===== src/hdl/mp4ms_pkg.sv =====
`default_nettype none
package mp4ms_pkg;

  localparam int LENGTH_BITS_DEFAULT = 31;
  localparam int RUN_MAX = 8;
  localparam int RUN_IDX_BITS = $clog2(RUN_MAX);
  localparam int SIZE_CMP_BITS = 33;

  localparam logic [1:0] REG_CONTAINER_TYPE = 2'd0;
  localparam logic [1:0] REG_STRIP_FIRST    = 2'd1;
  localparam logic [1:0] REG_STRIP_SECOND   = 2'd2;
  localparam logic [1:0] REG_REPLACEMENT    = 2'd3;

  localparam logic [31:0] FOURCC_MOOV = 32'h6d6f6f76;
  localparam logic [31:0] FOURCC_META = 32'h6d657461;
  localparam logic [31:0] FOURCC_UDTA = 32'h75647461;
  localparam logic [31:0] FOURCC_FREE = 32'h66726565;

  localparam logic [31:0] MIN_BOX_SIZE = 32'd8;

  typedef struct packed {
    logic [30:0] buffer_length;
    logic        last_of_buffer;
    logic        first_of_buffer;
    logic [7:0]  data_byte;
  } in_item_t;

  typedef struct packed {
    logic [RUN_MAX-1:0][7:0]  bytes;
    logic [RUN_IDX_BITS-1:0]  last_idx;
    logic                     parse_error;
    logic                     end_of_buffer;
  } run_t;

endpackage
`default_nettype wire


===== src/hdl/mp4ms_in_stage.sv =====
`default_nettype none
module mp4ms_in_stage (
  input  wire logic                 clk,
  input  wire logic                 rst,
  input  wire logic                 s_valid,
  output logic                      s_ready,
  input  wire mp4ms_pkg::in_item_t  s_item,
  output logic                      item_valid,
  output mp4ms_pkg::in_item_t       item,
  input  wire logic                 item_take
);

  assign s_ready = !item_valid || item_take;

  always_ff @(posedge clk) begin
    if (rst) begin
      item_valid <= 1'b0;
    end else if (s_ready) begin
      item_valid <= s_valid;
    end
  end

  always_ff @(posedge clk) begin
    if (s_valid && s_ready) begin
      item <= s_item;
    end
  end

endmodule
`default_nettype wire


===== src/hdl/mp4ms_parser.sv =====
`default_nettype none
module mp4ms_parser #(
  parameter int LENGTH_BITS = mp4ms_pkg::LENGTH_BITS_DEFAULT
) (
  input  wire logic                 clk,
  input  wire logic                 rst,
  input  wire logic                 cfg_valid,
  input  wire logic [1:0]           cfg_index,
  input  wire logic [31:0]          cfg_data,
  input  wire logic                 item_valid,
  input  wire mp4ms_pkg::in_item_t  item,
  input  wire logic                 run_free,
  output logic                      item_take,
  output logic                      run_load,
  output mp4ms_pkg::run_t           run
);

  localparam int W1 = LENGTH_BITS + 1;
  localparam int CW = mp4ms_pkg::SIZE_CMP_BITS;
  localparam int RB = mp4ms_pkg::RUN_IDX_BITS;

  logic [31:0] container_type, strip_type_first, strip_type_second, replacement_type;

  logic [LENGTH_BITS-1:0] byte_position, byte_position_next;
  logic [LENGTH_BITS-1:0] stored_length, stored_length_next;
  logic [55:0]            top_header_shift, top_header_shift_next;
  logic [31:0]            top_box_remaining, top_box_remaining_next;
  logic                   inside_container, inside_container_next;
  logic [31:0]            container_remaining, container_remaining_next;
  logic [7:0]             child_header_hold [mp4ms_pkg::RUN_MAX];
  logic [RB-1:0]          header_byte_count, header_byte_count_next;
  logic [31:0]            child_remaining, child_remaining_next;
  logic                   zeroing_payload, zeroing_payload_next;
  logic                   error_latched, error_latched_next;

  logic [LENGTH_BITS-1:0] pos_e, stored_e, start_pos, room, len_in;
  logic [31:0]            len32;
  logic [31:0]            box_size, box_type;
  logic                   emit, hold_we, first_b, last_b;
  logic [7:0]             b;

  assign first_b   = item.first_of_buffer;
  assign last_b    = item.last_of_buffer;
  assign b         = item.data_byte;
  assign len32     = {1'b0, item.buffer_length};
  assign len_in    = len32[LENGTH_BITS-1:0];
  assign item_take = item_valid && run_free;
  assign run_load  = item_take && emit;

  function automatic logic [31:0] MIN_SIZE();
    return mp4ms_pkg::MIN_BOX_SIZE;
  endfunction

  always_comb begin
    pos_e    = first_b ? '0 : byte_position;
    stored_e = first_b ? len_in : stored_length;

    byte_position_next       = pos_e;
    stored_length_next       = stored_e;
    top_header_shift_next    = top_header_shift;
    top_box_remaining_next   = first_b ? '0 : top_box_remaining;
    inside_container_next    = first_b ? 1'b0 : inside_container;
    container_remaining_next = first_b ? '0 : container_remaining;
    header_byte_count_next   = first_b ? '0 : header_byte_count;
    child_remaining_next     = first_b ? '0 : child_remaining;
    zeroing_payload_next     = first_b ? 1'b0 : zeroing_payload;
    error_latched_next       = first_b ? 1'b0 : error_latched;

    hold_we   = 1'b0;
    emit      = 1'b0;
    box_size  = '0;
    box_type  = '0;
    start_pos = '0;
    room      = '0;

    for (int i = 0; i < mp4ms_pkg::RUN_MAX; i++) begin
      run.bytes[i] = (RB'(i) == header_byte_count_next) ? b : child_header_hold[i];
    end
    run.last_idx = header_byte_count_next;

    if (error_latched_next) begin
      emit = 1'b1;
      if (inside_container_next && header_byte_count_next != '0) begin
        header_byte_count_next = '0;
      end else begin
        run.bytes[0] = b;
        run.last_idx = '0;
      end
    end else if (inside_container_next) begin
      if (child_remaining_next != '0) begin
        emit = 1'b1;
        run.bytes[0] = zeroing_payload_next ? 8'd0 : b;
        run.last_idx = '0;
        child_remaining_next     = child_remaining_next - 32'd1;
        container_remaining_next = container_remaining_next - 32'd1;
        if (child_remaining_next == '0) begin
          zeroing_payload_next = 1'b0;
        end
      end else if (header_byte_count_next == '0 && container_remaining_next < MIN_SIZE()) begin
        emit = 1'b1;
        error_latched_next = 1'b1;
        run.bytes[0] = b;
        run.last_idx = '0;
      end else begin
        hold_we = 1'b1;
        container_remaining_next = container_remaining_next - 32'd1;
        if (header_byte_count_next == RB'(mp4ms_pkg::RUN_MAX - 1)) begin
          emit = 1'b1;
          box_size = {child_header_hold[0], child_header_hold[1],
                      child_header_hold[2], child_header_hold[3]};
          box_type = {child_header_hold[4], child_header_hold[5], child_header_hold[6], b};
          header_byte_count_next = '0;
          if (box_size < MIN_SIZE() ||
              CW'(box_size) > CW'(container_remaining_next) + CW'(MIN_SIZE())) begin
            error_latched_next = 1'b1;
          end else begin
            if (box_type == strip_type_first || box_type == strip_type_second) begin
              run.bytes[4] = replacement_type[31:24];
              run.bytes[5] = replacement_type[23:16];
              run.bytes[6] = replacement_type[15:8];
              run.bytes[7] = replacement_type[7:0];
              zeroing_payload_next = 1'b1;
            end
            child_remaining_next = box_size - MIN_SIZE();
            if (child_remaining_next == '0) begin
              zeroing_payload_next = 1'b0;
            end
          end
        end else begin
          header_byte_count_next = header_byte_count_next + RB'(1);
        end
      end
      if (!error_latched_next && container_remaining_next == '0 &&
          header_byte_count_next == '0 && child_remaining_next == '0) begin
        inside_container_next = 1'b0;
      end
    end else begin
      emit = 1'b1;
      run.bytes[0] = b;
      run.last_idx = '0;
      if (top_box_remaining_next != '0) begin
        top_box_remaining_next = top_box_remaining_next - 32'd1;
      end else if (header_byte_count_next != '0 ||
                   W1'(stored_e) >= W1'(pos_e) + W1'(9)) begin
        top_header_shift_next = {top_header_shift[47:0], b};
        if (header_byte_count_next == RB'(mp4ms_pkg::RUN_MAX - 1)) begin
          header_byte_count_next = '0;
          box_size  = top_header_shift[55:24];
          box_type  = {top_header_shift[23:0], b};
          start_pos = (pos_e >= LENGTH_BITS'(7)) ? pos_e - LENGTH_BITS'(7) : '0;
          room      = (stored_e > start_pos) ? stored_e - start_pos : '0;
          if (box_size < MIN_SIZE() || CW'(box_size) > CW'(room)) begin
            error_latched_next = 1'b1;
          end else if (box_type == container_type) begin
            container_remaining_next = box_size - MIN_SIZE();
            inside_container_next    = (container_remaining_next != '0);
          end else begin
            top_box_remaining_next = box_size - MIN_SIZE();
          end
        end else begin
          header_byte_count_next = header_byte_count_next + RB'(1);
        end
      end
    end

    if (last_b) begin
      if (inside_container_next && header_byte_count_next != '0) begin
        emit = 1'b1;
        run.last_idx = header_byte_count_next - RB'(1);
      end
      top_box_remaining_next   = '0;
      inside_container_next    = 1'b0;
      container_remaining_next = '0;
      header_byte_count_next   = '0;
      child_remaining_next     = '0;
      zeroing_payload_next     = 1'b0;
      byte_position_next       = stored_e;
    end else if (pos_e != {LENGTH_BITS{1'b1}}) begin
      byte_position_next = pos_e + LENGTH_BITS'(1);
    end

    run.parse_error   = error_latched_next;
    run.end_of_buffer = last_b;
  end

  always_ff @(posedge clk) begin
    if (rst) begin
      container_type    <= mp4ms_pkg::FOURCC_MOOV;
      strip_type_first  <= mp4ms_pkg::FOURCC_META;
      strip_type_second <= mp4ms_pkg::FOURCC_UDTA;
      replacement_type  <= mp4ms_pkg::FOURCC_FREE;
    end else if (cfg_valid) begin
      unique case (cfg_index)
        mp4ms_pkg::REG_CONTAINER_TYPE: container_type    <= cfg_data;
        mp4ms_pkg::REG_STRIP_FIRST:    strip_type_first  <= cfg_data;
        mp4ms_pkg::REG_STRIP_SECOND:   strip_type_second <= cfg_data;
        mp4ms_pkg::REG_REPLACEMENT:    replacement_type  <= cfg_data;
        default:                       container_type    <= container_type;
      endcase
    end
  end

  always_ff @(posedge clk) begin
    if (rst) begin
      byte_position       <= '0;
      stored_length       <= '0;
      top_box_remaining   <= '0;
      inside_container    <= 1'b0;
      container_remaining <= '0;
      header_byte_count   <= '0;
      child_remaining     <= '0;
      zeroing_payload     <= 1'b0;
      error_latched       <= 1'b0;
    end else if (item_take) begin
      byte_position       <= byte_position_next;
      stored_length       <= stored_length_next;
      top_box_remaining   <= top_box_remaining_next;
      inside_container    <= inside_container_next;
      container_remaining <= container_remaining_next;
      header_byte_count   <= header_byte_count_next;
      child_remaining     <= child_remaining_next;
      zeroing_payload     <= zeroing_payload_next;
      error_latched       <= error_latched_next;
    end
  end

  always_ff @(posedge clk) begin
    if (item_take) begin
      top_header_shift <= top_header_shift_next;
      if (hold_we) begin
        child_header_hold[run.last_idx] <= b;
      end
    end
  end

endmodule
`default_nettype wire


===== src/hdl/mp4ms_out_ser.sv =====
`default_nettype none
module mp4ms_out_ser (
  input  wire logic             clk,
  input  wire logic             rst,
  input  wire logic             run_load,
  input  wire mp4ms_pkg::run_t  run,
  output logic                  run_free,
  output logic                  m_valid,
  input  wire logic             m_ready,
  output logic [7:0]            m_byte,
  output logic                  m_last,
  output logic [1:0]            m_flags
);

  mp4ms_pkg::run_t                      held;
  logic [mp4ms_pkg::RUN_IDX_BITS-1:0]   idx;
  logic                                 at_end;

  assign at_end   = (idx == held.last_idx);
  assign run_free = !m_valid || (m_ready && at_end);
  assign m_byte   = held.bytes[idx];
  assign m_last   = at_end;
  assign m_flags  = {held.end_of_buffer && at_end, held.parse_error};

  always_ff @(posedge clk) begin
    if (rst) begin
      m_valid <= 1'b0;
      idx     <= '0;
    end else if (run_load) begin
      m_valid <= 1'b1;
      idx     <= '0;
    end else if (m_valid && m_ready) begin
      if (at_end) begin
        m_valid <= 1'b0;
      end else begin
        idx <= idx + 1'b1;
      end
    end
  end

  always_ff @(posedge clk) begin
    if (run_load) begin
      held <= run;
    end
  end

endmodule
`default_nettype wire


===== src/hdl/mp4_metadata_box_scrubber_top.sv =====
`default_nettype none
// MP4 metadata box scrubber. Takes one buffer byte per request and walks the
// top-level boxes; children of the container box whose type matches either strip
// type are re-typed to the replacement type and their payload is zeroed. A plain
// byte passes through the input register and then the output run register, and
// the block sustains one byte per cycle while m_tready is high and no run is
// draining. Bytes of a child header are held and produce no output
// until the eighth arrives; that byte then yields a run of eight output bytes,
// which the output serialiser drains one per cycle while m_tready is high, and
// the input stalls meanwhile. A last byte arriving mid-header flushes
// the held bytes as one run. Size errors latch and are reported on every output
// until the next first byte; after an error all bytes pass unchanged. Config
// writes are always accepted and must only be made while the block is idle.
module mp4_metadata_box_scrubber_top #(
  parameter int LENGTH_BITS = mp4ms_pkg::LENGTH_BITS_DEFAULT
) (
  input  wire logic        clk,
  input  wire logic        rst,
  input  wire logic        s_tvalid,
  output logic             s_tready,
  input  wire logic [39:0] s_tdata,   // data_byte, buffer_length, zero pad
  input  wire logic        s_tuser,   // first_of_buffer
  input  wire logic        s_tlast,
  output logic             m_tvalid,
  input  wire logic        m_tready,
  output logic [7:0]       m_tdata,   // out_byte
  output logic [1:0]       m_tuser,   // parse_error, end_of_buffer
  output logic             m_tlast,
  input  wire logic        cfg_valid,
  output logic             cfg_ready,
  input  wire logic [1:0]  cfg_index,
  input  wire logic [31:0] cfg_data
);

  mp4ms_pkg::in_item_t s_item, item;
  mp4ms_pkg::run_t     run;
  logic                item_valid, item_take, run_free, run_load;

  assign cfg_ready = 1'b1;

  assign s_item.data_byte       = s_tdata[7:0];
  assign s_item.buffer_length   = s_tdata[38:8];
  assign s_item.first_of_buffer = s_tuser;
  assign s_item.last_of_buffer  = s_tlast;

  mp4ms_in_stage u_in_stage (
    .clk        (clk),
    .rst        (rst),
    .s_valid    (s_tvalid),
    .s_ready    (s_tready),
    .s_item     (s_item),
    .item_valid (item_valid),
    .item       (item),
    .item_take  (item_take)
  );

  mp4ms_parser #(
    .LENGTH_BITS (LENGTH_BITS)
  ) u_parser (
    .clk        (clk),
    .rst        (rst),
    .cfg_valid  (cfg_valid),
    .cfg_index  (cfg_index),
    .cfg_data   (cfg_data),
    .item_valid (item_valid),
    .item       (item),
    .run_free   (run_free),
    .item_take  (item_take),
    .run_load   (run_load),
    .run        (run)
  );

  mp4ms_out_ser u_out_ser (
    .clk      (clk),
    .rst      (rst),
    .run_load (run_load),
    .run      (run),
    .run_free (run_free),
    .m_valid  (m_tvalid),
    .m_ready  (m_tready),
    .m_byte   (m_tdata),
    .m_last   (m_tlast),
    .m_flags  (m_tuser)
  );

endmodule
`default_nettype wire

===== config.mk =====
export PLATFORM = sky130hd
export DESIGN_NAME = mp4_metadata_box_scrubber_top
export DESIGN_NICKNAME = d
export VERILOG_FILES = /design/src/hdl/mp4ms_pkg.sv /design/src/hdl/mp4ms_in_stage.sv /design/src/hdl/mp4ms_parser.sv /design/src/hdl/mp4ms_out_ser.sv /design/src/hdl/mp4_metadata_box_scrubber_top.sv
export SDC_FILE = /design/constraint.sdc
export NUM_CORES = 2
export LEC_CHECK = 0
export BUFFER_PORTS_ARGS = -buffer_cell sky130_fd_sc_hd__buf_2
export CORE_MARGIN = 1
export CORE_UTILIZATION = 40
export DETAILED_ROUTE_END_ITERATION = 8
export GPL_ROUTABILITY_DRIVEN = 0
export PLACE_DENSITY_LB_ADDON = 0.2
export SETUP_SLACK_MARGIN = 0.1
export SYNTH_ARGS = -nofsm -noshare
export SYNTH_HDL_FRONTEND = slang
export SYNTH_SLANG_ARGS = --single-unit

===== constraint.sdc =====
create_clock -name clk -period 28.3 [get_ports clk]
set_input_delay 5.66 -clock clk [delete_from_list [all_inputs] [get_ports clk]]
set_output_delay 5.66 -clock clk [all_outputs]
set_load 0.01 [all_outputs]

---- Yosys cells after proc, flatten, opt, wreduce, memory -nomap -nowiden ----
Memory sizes are Yosys's and may differ from the RTL's.
Index checks and enable logic that the tools add are counted.
cells by class
  mux-type cells .......................... 126
  bitwise gates (word level) .............. 4
  equality and inequality tests ........... 16
  $lt $le $gt $ge ......................... 9
  reductions and logical operators ........ 43
  $add $sub $neg .......................... 13
operator list
  kind                                                                 number
  two-way mux 32 bit                                                   39
  two-way mux 31 bit                                                   6
  logical NOT 32 bit                                                   4
  == test 32 bit                                                       3
  < comparator 32 x 4 -> 1 bit (second input constant)                 3
  nonzero test 32 bit                                                  3
  subtractor 32 x 1 -> 32 bit (second input constant)                  3
  two-way mux 8 bit                                                    10
  subtractor 32 x 4 -> 32 bit (second input constant)                  2
  two-way mux 11 bit                                                   5
  two-way mux 1 bit                                                    51
  two-way mux 3 bit                                                    14
  adder 32 x 4 -> 33 bit (second input constant)                       1
  > comparator 32 x 33 -> 1 bit                                        1
  adder 31 x 4 -> 32 bit (second input constant)                       1
  greater-or-equal comparator 31 x 32 -> 1 bit                         1
  > comparator 32 x 31 -> 1 bit                                        1
  adder 31 x 1 -> 31 bit (second input constant)                       1
  greater-or-equal comparator 31 x 3 -> 1 bit (second input constant)  1
  > comparator 31 bit                                                  1
  != test 31 bit (second input constant)                               1
  subtractor 31 x 3 -> 31 bit (second input constant)                  1
  subtractor 31 bit                                                    1
  binary-select mux 8 bit (select 3 bit)                               1
  21 further kinds                                                     56
word-level totals
  logic and storage cells ................. 244
  memories kept ........................... 1
  input bits .............................. 81
  register bits after elaboration ......... 463
  output and inout bits ................... 14
  bits in writable memories ............... 64
memories
  name                        depth  bits a word  read ports  clocked after Yosys merged registers in  write ports  line                source
  u_parser.child_header_hold  8      8            8           0                                        1            mp4ms_parser.sv:30  logic [7:0] child_header_hold [mp4ms_pkg::RUN_MAX];

---- Logic depth before layout (Yosys ltp) ----
  word-level depth ........................ 24
  depth in mapped cells ................... 43
  gate-level depth less buffers ........... 37

---- Hierarchy ----
Synthesis repeated with hierarchy kept, for this count alone.
unflattened totals
  cells, all modules ...................... 4006
  area, all modules ....................... 34085.2 um^2
modules (own cells, without submodules)
  module                         instances  cells an instance  area an instance (um^2)  seq. area each (um^2)
  mp4ms_parser                   1          3823               29928.7                  9449.1
  mp4ms_out_ser                  1          135                2859.0                   2152.1
  mp4ms_in_stage                 1          46                 1286.2                   1251.2
  mp4_metadata_box_scrubber_top  1          2                  11.3                     0.0

---- Worst setup path before layout ----
No wires, ideal clock.
  kind .................................... input to output
  from .................................... input port m_tready
  to ...................................... output port s_tready
  data arrival time ....................... 6.187 ns
  data required time ...................... 22.640 ns
  cell stages on the path ................. 2
  path slack .............................. 16.453 ns
  buffers on the path ..................... 0
  cells stage by stage .................... a21boi_0 -> nand2_1
on the way
  word-level cells in the longest chain between the ends .. 4
ends and longest elaborated chain
  element            line                                 source
  from (decl)        mp4_metadata_box_scrubber_top.sv:25  input wire logic m_tready,
  logical AND 1 bit  mp4ms_out_ser.sv:20                  assign run_free = !m_valid || (m_ready && at_end);
  logical OR 1 bit   mp4ms_out_ser.sv:20
  logical AND 1 bit  mp4ms_parser.sv:47                   assign item_take = item_valid && run_free;
  logical OR 1 bit   mp4ms_in_stage.sv:13                 assign s_ready = !item_valid || item_take;
  to (decl)          mp4_metadata_box_scrubber_top.sv:20  output logic s_tready,
No other way between the ends.

---- Final worst setup path ----
Ends and elaborated chain as after synthesis.

==> impl_results.md <==
- Drt first pass iters: 8
- I/O pin total: 95
- Crit path capture type: primary output
- Total chip power: 2.17 mW
- Synth cell types: 100
- Placeable Area: between 0.08 and 0.09 mm2
- Initial antenna violation count: 1
- Vias: 30,500
- CP Launch Point: m_tready
- WS Path Type: in -> out
- Register area share after synthesis: between 30% and 40%
- DR DRC count: 0
- Seq pwr share: slightly below 40%
- Fin. max-slew vios: 0
- Drt via density: 6.05
- Int Pwr: 1.47 mW
- Syn Area/Cell: 8.48 um2
- Initial core utilization: 40.7%
- CTS Hold Bufs: 0
- Post-CTS sizing: 0
- CTS max path bufs: 3
- Largest net degree at the start of global routing: 99
- Cell Count, Final, Fillers Out: 5,041
- Multi-input gate area: 0.0196 mm2
- Yosys Warn Count: 0
- Least-Margin Pin Slew: between 1 and 1.5 ns
- Die Y: between 200 and 300 um
- Clock Sinks: 527
- CTS H-tree lvls: 2
- Power Density: just under 60 mW/mm2
- Setup bufs post-CTS: 0
- Overflow after GRT: 0
- Area Overhead vs Synth: 9.92%
- Floorplan row count: between 100 and 150
- Number of synthesized flops with an enable pin: 230
- Post-layout minimum cycle time: 12.01 ns
- Final net count: between 4,000 and 5,000
- Reg-to-Reg End: u_parser.child_header_hold[1][2]
- Async set-reset flop share out of synthesis: 0%
- Outcome: completed
- Register area: 0.0129 mm2
- Area leader, netlist: edfxtp_1
- Detailed Route Iter0 Violations: around 3,500
- Commonest register cell after synthesis: dfxtp_1
- Die X-Extent: around 290 um
- Wire per inst: 22.4 um
- Synth top area share: 20.5%
- Die area: 0.0852 mm2
- Startpoint Class: primary input
- CP endpoint: s_tready
- Final Core Density: 44.7%
- Required @ worst endpoint: 22.64 ns
- Synth top area cells: edfxtp_1, dfxtp_1, nand2_1, ha_1, xnor2_1
- RSZ-0062 raised after global routing: no
- Max-cap viol count: 0
- Share of cells above drive strength 1: 9.97%
- Antenna cells: 0
- Arr. time, crit path: 6.35 ns
- Routed Wire Length: 113,000 um
- Min-Delay Path Class: reg -> reg
- Final Hold Fails: 0
- Synth cell count leaders: nand2_1, nor2_1, dfxtp_1
- Setup ws final: 16.29 ns
- PortBufs: slightly above 90
- DP Worst Slack: 16.29 ns
- DP Wirelength: 79,700 um
- Final setup viols: 0
- Syn nets: 4,186
- R2R setup slack: 16.55 ns
- NetSw: 703 uW
- GRT Overall Usage: about a quarter
- Vias in the first global route: roughly 28,000
- Filler instances: just over 8,000
- Sw frac: around 32%
- Final antenna-violating net count: 0
- Post-placement cell count: 4,931
- Fmax: approximately 83 MHz
- Post-Synthesis Cell Area: approximately 0.034 mm2
- Final period util: 42.4%
- Reg clk slew, reported paths: 0.06 ns
- Clock Skews: 0.0675 ns
- Reg2reg start: u_parser.byte_position[3]
- Clock power frac: between 30 and 40%
- Syn Inst Count: 3,963
- Comb pwr share: 24.7%
- CTS buffer count: 58
- R2R depth: 36
- Setup tns final: 0 ns
- Skew-Pair Late Insertion Delay: 0.67 ns
- Lkg Pwr: 13.5 nW
- Relative slew slack: 11.3%
- Clk root buf: clkbuf_16
- First-pass GRT wire length: 173,000 um
- Peak supply drop: around 53 uV
- Most frequent cell after synthesis: nand2_1
- CTS tree: built
- CP max FO: 6
- Seq cells post-synth: 527
==> metrics by stage <==
step | area (um2) | hold slack (ns)
2_1_floorplan | 33600 | 0.424
3_3_place_gp | 35000 | 0.444
3_5_place_dp | 35000 | 0.447
4_1_cts | 37000 | 0.455
5_1_grt | 37000 | 0.468
6_report | 37000 | 0.457
==> flip-flops by register name (all words and copies together) (netlist names), 3 cells and up <==
| signal | cells |
|---|---|
| u_in_stage.item | 41 |
| u_out_ser.held | 68 |
| u_out_ser.idx | 3 |
| u_parser.byte_position | 31 |
| u_parser.child_header_hold | 64 |
| u_parser.child_remaining | 32 |
| u_parser.container_remaining | 32 |
| u_parser.container_type | 32 |
| u_parser.header_byte_count | 3 |
| u_parser.replacement_type | 32 |
| u_parser.stored_length | 31 |
| u_parser.strip_type_first | 32 |
| u_parser.strip_type_second | 32 |
| u_parser.top_box_remaining | 32 |
| u_parser.top_header_shift | 56 |
==> worst max-delay path, cell delays in order <==
cell      delay [ns]
buf_2           0.10
a21boi_0        0.14
buf_4           0.20
nand2_1         0.08
buf_2           0.16
==> power groups by stage <==
stage	Sequential, mW	Combinational [mW]	Clock [mW]
4_1_cts	0.858	0.529	0.787
2_1_floorplan	0.862	0.390	0
3_3_place_gp	0.874	0.523	0
3_5_place_dp	0.875	0.526	0
5_1_grt	0.863	0.595	0.818
6_report	0.859	0.535	0.777
==> final cells by class <==
type | count | area share [%]
multi-input combinational | 3121 | 53.1
clock buffer | 74 | 4.20
tap | 1070 | 3.62
timing repair buffer | 155 | 2.62
clock inverter | 36 | 1.08
sequential | 527 | 34.8
inverter | 58 | 0.596
==> routing by layer <==
| layer | global-route usage (%) | vias to the layer above | wire, um | share of wire [%] |
|---|---|---|---|---|
| met5 | 0 | - | 0 | 0 |
| met3 | 3.10 | 159 | 8620 | 7.6 |
| met2 | 39.5 | 1254 | 49200 | 44 |
| met4 | 6.02 | 0 | 2300 | 2.0 |
| met1 | 38.6 | 14600 | 52800 | 47 |
| li1 | - | 14400 | - | - |
==> placed cells by master, fill, tap and decap left out, types with 87 or more instances in the layout <==
| cell type | n |
|---|---|
| edfxtp_1 | 230 |
| buf_2 | 91 |
| o21ai_0 | 182 |
| a21oi_1 | 285 |
| nand3_1 | 151 |
| ha_1 | 141 |
| nor3_1 | 150 |
| xnor2_1 | 189 |
| nor2_1 | 395 |
| dfxtp_1 | 297 |
| nand2_1 | 552 |
| nand4_1 | 87 |
==> worst min-delay path by stage <==
stage	startpoint	depth (start not counted)	slack [ns]	to
2_1_floorplan	u_in_stage.item[9]	0	0.42	u_out_ser.held[0]
3_3_place_gp	u_parser.replacement_type[18]	2	0.44	u_parser.replacement_type[18]
3_5_place_dp	u_parser.replacement_type[23]	2	0.45	u_parser.replacement_type[23]
4_1_cts	u_parser.replacement_type[23]	2	0.46	u_parser.replacement_type[23]
5_1_grt	u_parser.replacement_type[23]	2	0.47	u_parser.replacement_type[23]
6_report	u_parser.replacement_type[11]	2	0.46	u_parser.replacement_type[11]
==> kinds of logic (layout without fill, tap and decap cells) <==
family | count (synthesis) | after routing | synth area share [%]
buffers and inverters | 315 | 323 | 3.67
other | 1 | 1 | 0.0112
AOI/OAI and AO/OA | 882 | 882 | 16.8
xor gates and xnor gates | 271 | 271 | 7.06
muxes | 140 | 140 | 4.96
adders and majority gates | 142 | 142 | 5.31
and+or+nand+nor | 1685 | 1685 | 23.9
DFF | 527 | 527 | 38.2
Note: power is estimated with default switching activity, not from simulation.
